**config.mk**
```make
export PLATFORM = sky130hd
export DESIGN_NAME = sof_eof_frame_receiver_unit_flat
export DESIGN_NICKNAME = d
export VERILOG_FILES = /design/src/rtl/sefr_pkg.sv /design/src/rtl/sefr_in_if.sv /design/src/rtl/sefr_out_if.sv /design/src/rtl/sof_eof_frame_receiver_unit.sv /design/src/rtl/sefr_ram.sv /design/src/rtl/sefr_ctrl.sv /design/src/rtl/sefr_dp.sv /design/src/flat_wrapper.sv
export VERILOG_INCLUDE_DIRS = /design/src /design/src/rtl
export SDC_FILE = /design/constraint.sdc
export NUM_CORES = 1
export LEC_CHECK = 0
export ABC_AREA = 1
export BUFFER_PORTS_ARGS = -buffer_cell sky130_fd_sc_hd__buf_2
export CORE_ASPECT_RATIO = 0.75
export CORE_MARGIN = 3
export CORE_UTILIZATION = 30
export CTS_BUF_LIST = sky130_fd_sc_hd__clkbuf_8
export CTS_CLUSTER_SIZE = 28
export DETAILED_ROUTE_END_ITERATION = 10
export HOLD_SLACK_MARGIN = 0.08
export PLACE_DENSITY = 0.48
export SYNTH_ARGS = -nofsm -noshare
export SYNTH_HDL_FRONTEND = slang
export SYNTH_SLANG_ARGS = --single-unit
```
**constraint.sdc**
```tcl
create_clock -name clk -period 3.4 [get_ports clk]
set_input_delay 1.02 -clock clk [delete_from_list [all_inputs] [get_ports clk]]
set_output_delay 1.02 -clock clk [all_outputs]
set_load 0.01 [all_outputs]
```
**src/rtl/assert_macros.svh**
```systemverilog
// Assertion macros used by the frame receiver top level.
`ifndef ASSERT_MACROS_SVH
`define ASSERT_MACROS_SVH

// Clocked check, masked while reset is asserted.
`define SEFR_ASSERT(lbl, prop, msg) \
	lbl: assert property (@(posedge clk) disable iff (!arst_n) (prop)) else $error(msg);

// Clocked check that also holds during reset.
`define SEFR_ASSERT_ALWAYS(lbl, prop, msg) \
	lbl: assert property (@(posedge clk) (prop)) else $error(msg);

`endif

```
**src/rtl/sefr_pkg.sv**
```systemverilog
// Shared constants and types of the delimited frame receiver.
package sefr_pkg;

	localparam int BUFFER_DEPTH = 64;
	localparam int SLOT_W       = $clog2(BUFFER_DEPTH);
	localparam int SIZE_W       = SLOT_W + 1;
	localparam int BYTE_W       = 8;
	localparam int CAP_W        = 16;
	localparam int CFG_IDX_W    = 1;

	localparam logic [SLOT_W-1:0] LAST_SLOT = SLOT_W'(BUFFER_DEPTH - 1);

	localparam logic [CFG_IDX_W-1:0] REG_START_BYTE = 1'b0;
	localparam logic [CFG_IDX_W-1:0] REG_END_BYTE   = 1'b1;

	localparam logic [BYTE_W-1:0] START_BYTE_RST = 8'd2;
	localparam logic [BYTE_W-1:0] END_BYTE_RST   = 8'd3;

	localparam logic FUNC_RX_BYTE = 1'b0;
	localparam logic FUNC_FETCH   = 1'b1;

	typedef struct packed {
		logic rx_byte;     // process a received byte
		logic fetch_clear; // drop the pending flag
		logic load_empty;  // load a nothing-pending result
		logic load_size;   // load a size-only result
		logic rd_start;    // read slot 0, reset the read index
		logic load_data;   // load a frame byte, read the next one
	} ctrl_cmd_t;

	typedef struct packed {
		logic pending;
		logic in_frame;
		logic fits;
		logic last_idx;
		logic out_valid;
	} dp_status_t;

endpackage

```
**src/rtl/sefr_in_if.sv**
```systemverilog
// Input channel of the frame receiver: received bytes and fetch requests.
interface sefr_in_if
	import sefr_pkg::*;
();
	logic               valid;
	logic               ready;
	logic               func;
	logic [BYTE_W-1:0]  rx_byte;
	logic [CAP_W-1:0]   dest_capacity;

	modport source(output valid, func, rx_byte, dest_capacity, input ready);
	modport sink(input valid, func, rx_byte, dest_capacity, output ready);
endinterface

```
**src/rtl/sefr_out_if.sv**
```systemverilog
// Output channel of the frame receiver: fetch results.
interface sefr_out_if
	import sefr_pkg::*;
();
	logic               valid;
	logic               ready;
	logic [SIZE_W-1:0]  frame_length;
	logic [BYTE_W-1:0]  data_byte;
	logic [SLOT_W-1:0]  byte_index;
	logic               copied;
	logic               last;

	modport source(output valid, frame_length, data_byte, byte_index, copied, last,
		input ready);
	modport sink(input valid, frame_length, data_byte, byte_index, copied, last,
		output ready);
endinterface

```
**src/rtl/sof_eof_frame_receiver_unit.sv**
```systemverilog
// Top level of the start/end delimited frame receiver.
// A received byte item gives no result; bytes are written straight into the
// 64-entry frame store. A fetch item that finds nothing pending, or a
// destination too small for the frame, gives one result. A fetch that copies
// the frame first starts the read of slot 0, then gives one byte per cycle
// while the sink takes results. No new item is accepted while a frame streams
// out. The store needs no clearing after reset.
`include "assert_macros.svh"

module sof_eof_frame_receiver_unit
	import sefr_pkg::*;
(
	input  logic                 clk,
	input  logic                 arst_n,
	input  logic                 cfg_we,
	input  logic [CFG_IDX_W-1:0] cfg_index,
	input  logic [BYTE_W-1:0]    cfg_wdata,
	sefr_in_if.sink              req,
	sefr_out_if.source           rsp
);
	ctrl_cmd_t  cmd;
	dp_status_t status;

	sefr_ctrl u_ctrl (
		.clk      (clk),
		.arst_n   (arst_n),
		.in_valid (req.valid),
		.in_func  (req.func),
		.out_ready(rsp.ready),
		.status   (status),
		.in_ready (req.ready),
		.cmd      (cmd)
	);

	sefr_dp u_dp (
		.clk          (clk),
		.arst_n       (arst_n),
		.cfg_we       (cfg_we),
		.cfg_index    (cfg_index),
		.cfg_wdata    (cfg_wdata),
		.rx_byte      (req.rx_byte),
		.dest_capacity(req.dest_capacity),
		.out_ready    (rsp.ready),
		.cmd          (cmd),
		.status       (status),
		.out_valid    (rsp.valid),
		.frame_length (rsp.frame_length),
		.data_byte    (rsp.data_byte),
		.byte_index   (rsp.byte_index),
		.copied       (rsp.copied),
		.last         (rsp.last)
	);

	`SEFR_ASSERT(a_fetch_gives_result, req.valid && req.ready && req.func == FUNC_FETCH |-> ##[1:2] rsp.valid, "fetch item produced no result")
	`SEFR_ASSERT(a_no_accept_streaming, cmd.load_data |-> !req.ready, "item accepted while streaming a frame")
	`SEFR_ASSERT(a_pending_closed, status.pending |-> !status.in_frame, "frame open while another is pending")
	`SEFR_ASSERT_ALWAYS(a_reset_no_result, !arst_n |-> !rsp.valid, "result shown during reset")
endmodule

```
**src/rtl/sefr_ram.sv**
```systemverilog
// Generic single-write, single-read RAM with registered read data.
module sefr_ram #(
	parameter int WIDTH = 8,
	parameter int DEPTH = 64
) (
	input  logic                     clk,
	input  logic                     we,
	input  logic [$clog2(DEPTH)-1:0] waddr,
	input  logic [WIDTH-1:0]         wdata,
	input  logic                     re,
	input  logic [$clog2(DEPTH)-1:0] raddr,
	output logic [WIDTH-1:0]         rdata
);
	logic [WIDTH-1:0] mem_q [DEPTH];

	always_ff @(posedge clk) begin
		if (we) begin
			mem_q[waddr] <= wdata;
		end
		if (re) begin
			rdata <= mem_q[raddr];
		end
	end
endmodule

```
**src/rtl/sefr_ctrl.sv**
```systemverilog
// Controller: accepts items and sequences the fetch stream.
module sefr_ctrl
	import sefr_pkg::*;
(
	input  logic       clk,
	input  logic       arst_n,
	input  logic       in_valid,
	input  logic       in_func,
	input  logic       out_ready,
	input  dp_status_t status,
	output logic       in_ready,
	output ctrl_cmd_t  cmd
);
	localparam logic ST_IDLE   = 1'b0;
	localparam logic ST_STREAM = 1'b1;

	logic state_q;
	logic state_nxt;
	logic can_out;
	logic accept;

	always_comb begin
		cmd       = '0;
		state_nxt = state_q;
		can_out   = !status.out_valid || out_ready;
		in_ready  = (state_q == ST_IDLE) && can_out;
		accept    = in_valid && in_ready;
		unique case (state_q)
			ST_IDLE: begin
				if (accept) begin
					if (in_func == FUNC_RX_BYTE) begin
						// drop bytes while a frame waits
						cmd.rx_byte = !status.pending;
					end else if (!status.pending) begin
						cmd.load_empty = 1'b1;
					end else if (!status.fits) begin
						cmd.load_size   = 1'b1;
						cmd.fetch_clear = 1'b1;
					end else begin
						cmd.rd_start    = 1'b1;
						cmd.fetch_clear = 1'b1;
						state_nxt       = ST_STREAM;
					end
				end
			end
			ST_STREAM: begin
				if (can_out) begin
					cmd.load_data = 1'b1;
					if (status.last_idx) begin
						state_nxt = ST_IDLE;
					end
				end
			end
		endcase
	end

	always_ff @(posedge clk or negedge arst_n) begin
		if (!arst_n) begin
			state_q <= ST_IDLE;
		end else begin
			state_q <= state_nxt;
		end
	end
endmodule

```
**src/rtl/sefr_dp.sv**
```systemverilog
// Datapath: delimiter registers, frame tracking, frame store and result register.
module sefr_dp
	import sefr_pkg::*;
(
	input  logic                 clk,
	input  logic                 arst_n,
	input  logic                 cfg_we,
	input  logic [CFG_IDX_W-1:0] cfg_index,
	input  logic [BYTE_W-1:0]    cfg_wdata,
	input  logic [BYTE_W-1:0]    rx_byte,
	input  logic [CAP_W-1:0]     dest_capacity,
	input  logic                 out_ready,
	input  ctrl_cmd_t            cmd,
	output dp_status_t           status,
	output logic                 out_valid,
	output logic [SIZE_W-1:0]    frame_length,
	output logic [BYTE_W-1:0]    data_byte,
	output logic [SLOT_W-1:0]    byte_index,
	output logic                 copied,
	output logic                 last
);
	logic [BYTE_W-1:0] start_byte_q;
	logic [BYTE_W-1:0] end_byte_q;
	logic [SLOT_W-1:0] write_slot_q;
	logic              in_frame_q;
	logic              pending_q;
	logic [SLOT_W-1:0] rd_idx_q;
	logic              out_valid_q;
	logic [SIZE_W-1:0] size_q;
	logic [BYTE_W-1:0] data_q;
	logic [SLOT_W-1:0] index_q;
	logic              copied_q;
	logic              last_q;

	logic              is_start;
	logic              is_end;
	logic [SIZE_W-1:0] frame_size;
	logic              ram_we;
	logic [SLOT_W-1:0] ram_waddr;
	logic              ram_re;
	logic [SLOT_W-1:0] ram_raddr;
	logic [BYTE_W-1:0] ram_rdata;
	logic              last_idx;

	assign is_start   = (rx_byte == start_byte_q);
	assign is_end     = (rx_byte == end_byte_q);
	assign frame_size = {1'b0, write_slot_q} + SIZE_W'(1);
	assign last_idx   = (rd_idx_q == write_slot_q);

	// an end byte outside a frame is not stored
	assign ram_we    = cmd.rx_byte && (is_start || !is_end || in_frame_q);
	assign ram_waddr = is_start ? '0 : write_slot_q;
	assign ram_re    = cmd.rd_start || (cmd.load_data && !last_idx);
	assign ram_raddr = cmd.rd_start ? '0 : rd_idx_q + SLOT_W'(1);

	sefr_ram #(
		.WIDTH(BYTE_W),
		.DEPTH(BUFFER_DEPTH)
	) u_store (
		.clk  (clk),
		.we   (ram_we),
		.waddr(ram_waddr),
		.wdata(rx_byte),
		.re   (ram_re),
		.raddr(ram_raddr),
		.rdata(ram_rdata)
	);

	always_ff @(posedge clk or negedge arst_n) begin
		if (!arst_n) begin
			start_byte_q <= START_BYTE_RST;
			end_byte_q   <= END_BYTE_RST;
		end else if (cfg_we) begin
			unique case (cfg_index)
				REG_START_BYTE: start_byte_q <= cfg_wdata;
				REG_END_BYTE:   end_byte_q   <= cfg_wdata;
			endcase
		end
	end

	always_ff @(posedge clk or negedge arst_n) begin
		if (!arst_n) begin
			write_slot_q <= '0;
			in_frame_q   <= 1'b0;
			pending_q    <= 1'b0;
		end else begin
			if (cmd.rx_byte) begin
				priority if (is_start) begin
					write_slot_q <= SLOT_W'(1);
					in_frame_q   <= 1'b1;
				end else if (is_end) begin
					if (in_frame_q) begin
						pending_q <= 1'b1;
					end
					in_frame_q <= 1'b0;
				end else if (write_slot_q != LAST_SLOT) begin
					write_slot_q <= write_slot_q + SLOT_W'(1);
				end else begin
					// buffer full: drop the overlong frame
					in_frame_q <= 1'b0;
				end
			end
			if (cmd.fetch_clear) begin
				pending_q <= 1'b0;
			end
		end
	end

	always_ff @(posedge clk or negedge arst_n) begin
		if (!arst_n) begin
			out_valid_q <= 1'b0;
		end else if (cmd.load_empty || cmd.load_size || cmd.load_data) begin
			out_valid_q <= 1'b1;
		end else if (out_ready) begin
			out_valid_q <= 1'b0;
		end
	end

	always_ff @(posedge clk) begin
		if (cmd.rd_start) begin
			rd_idx_q <= '0;
		end else if (cmd.load_data) begin
			rd_idx_q <= rd_idx_q + SLOT_W'(1);
		end
	end

	always_ff @(posedge clk) begin
		priority if (cmd.load_empty) begin
			size_q   <= '0;
			data_q   <= '0;
			index_q  <= '0;
			copied_q <= 1'b0;
			last_q   <= 1'b1;
		end else if (cmd.load_size) begin
			size_q   <= frame_size;
			data_q   <= '0;
			index_q  <= '0;
			copied_q <= 1'b0;
			last_q   <= 1'b1;
		end else if (cmd.load_data) begin
			size_q   <= frame_size;
			data_q   <= ram_rdata;
			index_q  <= rd_idx_q;
			copied_q <= 1'b1;
			last_q   <= last_idx;
		end
	end

	assign status.pending   = pending_q;
	assign status.in_frame  = in_frame_q;
	assign status.fits      = (dest_capacity >= CAP_W'(frame_size));
	assign status.last_idx  = last_idx;
	assign status.out_valid = out_valid_q;

	assign out_valid    = out_valid_q;
	assign frame_length = size_q;
	assign data_byte    = data_q;
	assign byte_index   = index_q;
	assign copied       = copied_q;
	assign last         = last_q;
endmodule

```
**src/flat_wrapper.sv**
```systemverilog
// flat-port wrapper written by rule: the top's interface ports become plain ports
module sof_eof_frame_receiver_unit_flat import sefr_pkg::*;
  (clk, arst_n, cfg_we, cfg_index, cfg_wdata, req_valid, req_func, req_rx_byte, req_dest_capacity, req_ready, rsp_valid, rsp_frame_length, rsp_data_byte, rsp_byte_index, rsp_copied, rsp_last, rsp_ready);
  sefr_in_if req_i ();
  sefr_out_if rsp_i ();
  input  logic clk;
  input  logic arst_n;
  input  logic cfg_we;
  input  logic [CFG_IDX_W-1:0] cfg_index;
  input  logic [BYTE_W-1:0] cfg_wdata;
  input wire logic [$bits(req_i.valid)-1:0] req_valid;
  input wire logic [$bits(req_i.func)-1:0] req_func;
  input wire logic [$bits(req_i.rx_byte)-1:0] req_rx_byte;
  input wire logic [$bits(req_i.dest_capacity)-1:0] req_dest_capacity;
  output wire logic [$bits(req_i.ready)-1:0] req_ready;
  output wire logic [$bits(rsp_i.valid)-1:0] rsp_valid;
  output wire logic [$bits(rsp_i.frame_length)-1:0] rsp_frame_length;
  output wire logic [$bits(rsp_i.data_byte)-1:0] rsp_data_byte;
  output wire logic [$bits(rsp_i.byte_index)-1:0] rsp_byte_index;
  output wire logic [$bits(rsp_i.copied)-1:0] rsp_copied;
  output wire logic [$bits(rsp_i.last)-1:0] rsp_last;
  input wire logic [$bits(rsp_i.ready)-1:0] rsp_ready;
  assign req_i.valid = req_valid;
  assign req_i.func = req_func;
  assign req_i.rx_byte = req_rx_byte;
  assign req_i.dest_capacity = req_dest_capacity;
  assign req_ready = req_i.ready;
  assign rsp_valid = rsp_i.valid;
  assign rsp_frame_length = rsp_i.frame_length;
  assign rsp_data_byte = rsp_i.data_byte;
  assign rsp_byte_index = rsp_i.byte_index;
  assign rsp_copied = rsp_i.copied;
  assign rsp_last = rsp_i.last;
  assign rsp_i.ready = rsp_ready;
  sof_eof_frame_receiver_unit u_core (.clk(clk), .arst_n(arst_n), .cfg_we(cfg_we), .cfg_index(cfg_index), .cfg_wdata(cfg_wdata), .req(req_i), .rsp(rsp_i));
endmodule
```
; Word level (Yosys, flattened, before mapping)
; Memories as Yosys holds them, arrays and structs flattened. A register that Yosys moved wholly into a read port is not among the register bits.
; Cells that the tools add are included.
[word_totals]
wordCells = 89
in_bits = 39
register_bits = 55
memories = 1
output_inout_bits = 25
mem_bits_rw = 512
[op_classes]
n_addsub = 3
n_mux = 36
n_reduce_logical = 26
order_cmp = 1
bitwise_logic = 2
n_eq_ne = 7
[memory_table]
columns = memory, words, word_bits, rd, rd_ports_with_merged_regs, write_ports, line_no
row1 = u_core.u_dp.u_store.mem_q, 64, 8, 1, 1, 1, sefr_ram.sv:14  ; logic [WIDTH-1:0] mem_q [DEPTH];
[op_table]
columns = operator, count
row1 = 2-to-1 mux 6 bit, 5
row2 = 2-to-1 mux 1 bit, 24
row3 = equality test 8 bit, 2
row4 = greater-or-equal comparator 16 x 7 -> 1 bit, 1
row5 = 2-to-1 mux 7 bit, 2
row6 = adder 6 x 1 -> 6 bit (second input constant), 2
row7 = nonzero test 2 bit, 6
row8 = 2-to-1 mux 5 bit, 2
row9 = adder 6 x 1 -> 7 bit (second input constant), 1
row10 = equality test 6 bit, 1
row11 = logical OR 1 bit, 6
row12 = != test 6 bit (second input constant), 1
row13 = AND reduction 2 bit, 3
row14 = logical AND 1 bit, 4
row15 = zero test 1 bit, 4
row16 = 2-to-1 mux 4 bit, 1
row17 = AND reduction 4 bit, 1
row18 = != test 3 bit (second input constant), 1
row19 = AND reduction 3 bit, 1
row20 = 2-to-1 mux 2 bit, 1
row21 = != test 2 x 1 -> 1 bit (second input constant), 1
row22 = != test 2 bit (second input constant), 1
row23 = NOT 1 bit, 2
row24 = case mux 1 bit (2 select lines), 1
row25 = OR reduction 2 bit, 1

; Depth between registers and ports, before layout
[depth]
word_depth = 10
ltp_mapped = 23

; Cells and area by module
; A second synthesis with hierarchy kept.
[hier_totals]
cells_unflattened = 2252
hier_area_um2 = 24477.2
[by_module_without_submodules]
columns = mod, instances, seq_area_each_um2, area_per_inst_um2, cells_per_inst
row1 = sefr_ram, 1, 15615.0, 21419.3, 1805
row2 = sefr_dp, 1, 1209.9, 2924.1, 425
row3 = sefr_ctrl, 1, 25.0, 133.9, 22

; Least setup slack after synthesis
; No wires, ideal clock.
[synth_timing]
path_type = in2reg
start = input req_rx_byte[4]
end = memory u_core.u_dp.u_store.mem_q[60][0], enable pin
slack_ns = 0.339
t_arrival_ns = 2.677
setup_time_ns = 0.383
path_stages = 8
path_cell_list = inv_1 or2_2 o211ai_1 nor4_1 buf_2 nor2_1 nand3_1 nor3_1
[synth_via]
elab_chain_len = 7
elab_cells_between_ends = 9
[synth_rtl]
columns = element, line_no
row1 = "start, declared", flat_wrapper.sv:13  ; input wire logic [$bits(req_i.rx_byte)-1:0] req_rx_byte;
row2 = equality test 8 bit, sefr_dp.sv:46  ; assign is_end = (rx_byte == end_byte_q);
row3 = zero test 1 bit, sefr_dp.sv:51  ; assign ram_we = cmd.rx_byte && (is_start || !is_end || in_frame_q);
row4 = logical OR 1 bit (2 in a row), sefr_dp.sv:51
row5 = logical AND 1 bit, sefr_dp.sv:51
row6 = 2-to-1 mux 1 bit, sefr_ram.sv:17  ; if (we) begin
row7 = 2-to-1 mux 1 bit (implied by the code), sefr_ram.sv:18  ; mem_q[waddr] <= wdata;
row8 = "end, declared", sefr_ram.sv:14
; Parallel ways exist; a longest one is shown, timed or not.

; Worst setup path in the final report
[layout_timing]
start = register u_core.u_dp.write_slot_q[0]
end = register u_core.u_dp.u_store.rdata[7] (read register of u_core.u_dp.u_store.mem_q), data pin
[layout_via]
elab_chain_len = 8
elab_cells_between_ends = 12
[layout_rtl]
columns = element, line_no
row1 = "start, declared", sefr_dp.sv:24  ; logic [SLOT_W-1:0] write_slot_q;
row2 = "start signal, assigned", sefr_dp.sv:97  ; write_slot_q <= write_slot_q + SLOT_W'(1);
row3 = adder 6 x 1 -> 7 bit, sefr_dp.sv:47  ; assign frame_size = {1'b0, write_slot_q} + SIZE_W'(1);
row4 = greater-or-equal comparator 16 x 7 -> 1 bit, sefr_dp.sv:151  ; assign status.fits = (dest_capacity >= CAP_W'(frame_size));
row5 = 2-to-1 mux 1 bit, sefr_ctrl.sv:36  ; end else if (!status.fits) begin
row6 = 2-to-1 mux 2 bit, sefr_ctrl.sv:34  ; end else if (!status.pending) begin
row7 = 2-to-1 mux 4 bit, sefr_ctrl.sv:31  ; if (in_func == FUNC_RX_BYTE) begin
row8 = 2-to-1 mux 5 bit, sefr_ctrl.sv:30  ; if (accept) begin
row9 = 2-to-1 mux 5 bit, sefr_ctrl.sv:28  ; unique case (state_q)
row10 = 2-to-1 mux 6 bit or logical OR 1 bit (tied branches), "sefr_dp.sv:54, sefr_dp.sv:53"
row11 = "end, declared", sefr_ram.sv:12  ; output logic [WIDTH-1:0] rdata
; Parallel ways exist; a longest one is shown, timed or not.
; A chain may end at the register's enable or synchronous reset.

==> summary.txt <==
Worst setup path
  – CP Launch Type: flip-flop
  – Critical Path Fanout Max: 13
  – Setup crit end kind: flip-flop
  – CP arrival: 3.81 ns
  – Setup CP Type: reg -> reg
  – WP data required: 3.86 ns

Layout
  – Area occupied by registers: 16850 um2
  – Final core utilization: 37.53%
  – Syn-to-layout area delta: 22.84%
  – Layout cells sized above 1: 23.00%
  – Filler Cell Count: 8115
  – Area of the multi-input gates: 7545 um2
  – Final cell count without fillers: 3734
  – Commonest non-fill, non-tap cell in the layout: edfxtp_1
  – Commonest cells after routing, fill and taps aside: edfxtp_1, nand3_1, inv_1
  – Final #Nets: 2605

Die
  – Initial Util: 30.56%
  – Core Region: 83000 um2
  – Die area: 88100 um2
  – Number of top-level pins: 64
  – Die width: 341.7 um
  – Die height: 257.8 um
  – Cell row count: 91

Timing
  – Final setup fails: 0
  – Setup TNS: 0 ns
  – Tcrit/Tclk final: 98.53%
  – Worst rel slew slack: 17.96%
  – Peak Freq: 0.2985 GHz
  – Worst Clk Skew: 0.03971 ns
  – Period minus WS final: 3.350 ns
  – Count of pins over their slew limit: 0
  – Actual slew at the worst max-slew pin: 1.221 ns
  – Unrepaired setup endpoints after global routing: true
  – Final hold violations: 0
  – Final worst slack: 0.04983 ns

Route
  – Routed WL per cell: 21.26 um
  – WL final: 79380 um
  – Vias: 18300
  – DRC Markers: 0
  – Iteration-0 DRC Markers: 1780
  – DR vias/cell: 4.900
  – DRT Pass-1 Iters: 6
  – Post-DRT Antenna Nets: 0

Logic synthesis
  – Synth Cell Area: 25360 um2
  – Yosys top cell area share: 61.57%
  – Yosys cell types: 45
  – Synth Instances: 2328
  – Synth Register Bits: 575
  – Top cell type by total area after synthesis: edfxtp_1
  – Post-synthesis sequential area ratio: 66.44%
  – Mean Syn Cell Area: 10.89 um2
  – Syn Nets: 2376
  – Synth warn: 0
  – Cells taking the most area after synthesis: edfxtp_1, nand3_1, nand2_1, inv_1, nor2_1

Global route
  – Total gr overflow: 0
  – Pin count of the biggest net entering global routing: 87
  – First-pass GRT wire length: 115000 um
  – Antenna violations before repair: 5
  – Vias in the first global route: 17890
  – GR Util All Layers: 17.46%

Clock network
  – H-tree depth: 3
  – CTS tree: done
  – Clock transition at the registers of the reported paths: 0.07 ns
  – Clk sinks: 575
  – Root buffer cell: clkbuf_8
  – Max Root-Sink Buffers: 3
  – Num CTS Buffers: 89
  – Later-pin clock latency in the skew report: 0.71 ns

Pwr
  – P_leak: 0.01208 uW
  – Cell Pwr Density: 868.1 nW/um2
  – Power, Total: 27050 uW
  – Worst vdd ir: 476.8 uV

Placement
  – GPL Wtd Cong: 0.8648
  – Placed insts: 3552
  – DP Wirelength: 48880 um
  – Pre-CTS setup slack: -0.5790 ns
  – Port Buf Inserts: 63

Min path
  – Hold WC Path Type: in -> async

Run
  – Max cap viols: 0

Run status
  – Run status: completed
[per-layer routing]
metal / vias up / global-route usage [%] / share of wire, %
met5: - / 0 / 0
met3: 128 / 4.428 / 8.4
li1: 8527 / - / -
met1: 8961 / 25.63 / 46
met2: 680 / 25.70 / 43
met4: 0 / 4.187 / 2.2
[worst max-delay path, stage by stage, from the launching register on]
cell and delay, ns:
dfrtp_1 0.37, ha_2 0.19, nand2_2 0.07, buf_4 0.15
o21a_1 0.19, inv_2 0.07, ha_1 0.22, nand2_1 0.08
nor2_2 0.05, nand2_1 0.06, nand2_2 0.06, nor2_4 0.11
nand2_4 0.08, nand2_8 0.14, buf_6 0.14, nand2_8 0.10
clkinvlp_4 0.16, buf_12 0.18, buf_4 0.14, nand3_2 0.11
nand3_2 0.14, nand3_2 0.12, nand3_2 0.12, nand2_1 0.05
[layout make-up]
type | count | area share (%)
diodes | 1 | 0.008032
multi-input cells | 1351 | 24.22
clock buffers | 97 | 4.285
well taps | 1116 | 4.482
flip-flops and latches | 575 | 54.09
repair buffers | 281 | 8.880
inverters | 259 | 3.157
clock inverters | 54 | 0.8835
[cells in the mapped netlist (all sizes together)]
library cell,number
clkinv,2
o31ai,1
nand2,260
nand3b,112
o21a,2
dfrtp,23
nor3,6
nand4,6
o211ai,1
a221oi,1
nor4,2
edfxtp,520
ha,9
or2,71
o22ai,4
buf,89
xnor2,3
nor2,233
clkbuf,54
inv,257
dfxtp,29
o21bai,1
nand3,484
dfstp,3
o2111ai,35
xor2,12
o21ai,73
a31oi,1
a21oi,32
and3b,1
and2,1
[kinds of logic (layout without fill, tap and decap cells)]
family	after synthesis	after routing	synth area share, %
AND/OR/NAND/NOR	1176	1176	22.48
adder cells (fa/ha/maj)	9	9	0.4440
AO/OA/AOI/OAI	151	151	3.631
XOR/XNOR	15	15	0.5476
other	0	1	0
flip-flops	575	575	66.44
buffers and inverters	402	691	6.458
[per-stage QoR]
step,hold WS (ns),instance area [um2]
after floorplan,0.4530,25360
after global placement,0.4491,28280
after detailed placement,0.4537,28280
after CTS,0.3105,30340
after global routing,0.3483,31150
final,0.3221,31150
[power breakdown]
part,switching (uW),total (uW),leakage [uW],internal (uW)
clock,2720,5470,0.000943,2750
sequential,251,8360,0.00523,8110
combinational,8250,13200,0.00591,4970
[what timing repair did]
item,CTS,global route
setup endpoints to repair,8,88
resized for setup,64,128
hold buffers,0,0
hold endpoints to repair,0,0
pin swaps,17,31
cloned,5,7
buffers inserted,6,15
[sequential cells by signal (all words and copies together) (netlist names)]
register	flops
u_core.u_dp.byte_index	6
u_core.u_dp.u_store.mem_q	512
u_core.u_dp.frame_length	7
u_core.u_dp.data_byte	8
u_core.u_dp.end_byte_q	8
u_core.u_dp.last	1
u_core.u_dp.start_byte_q	8
u_core.u_dp.in_frame_q	1
u_core.u_dp.copied	1
u_core.u_dp.pending_q	1
u_core.u_dp.write_slot_q	6
u_core.u_ctrl.state_q	1
u_core.u_dp.u_store.rdata	8
u_core.u_dp.out_valid	1
u_core.u_dp.rd_idx_q	6
[path summary, 6_finish.rpt]
check	cells after the start	to	start	slack, ns
hold reg to reg	2	u_core.u_dp.byte_index[4]	u_core.u_dp.byte_index[4]	0.46
setup / recovery	23	u_core.u_dp.u_store.rdata[7]	u_core.u_dp.write_slot_q[0]	0.05
hold / removal	1	u_core.u_ctrl.state_q	arst_n	0.32
min in group clk	2	u_core.u_dp.byte_index[4]	u_core.u_dp.byte_index[4]	0.46
setup reg to reg	23	u_core.u_dp.u_store.rdata[7]	u_core.u_dp.write_slot_q[0]	0.05
max in group asynchronous	1	u_core.u_dp.end_byte_q[2]	arst_n	2.63
Power figures use the tool's default switching activity.
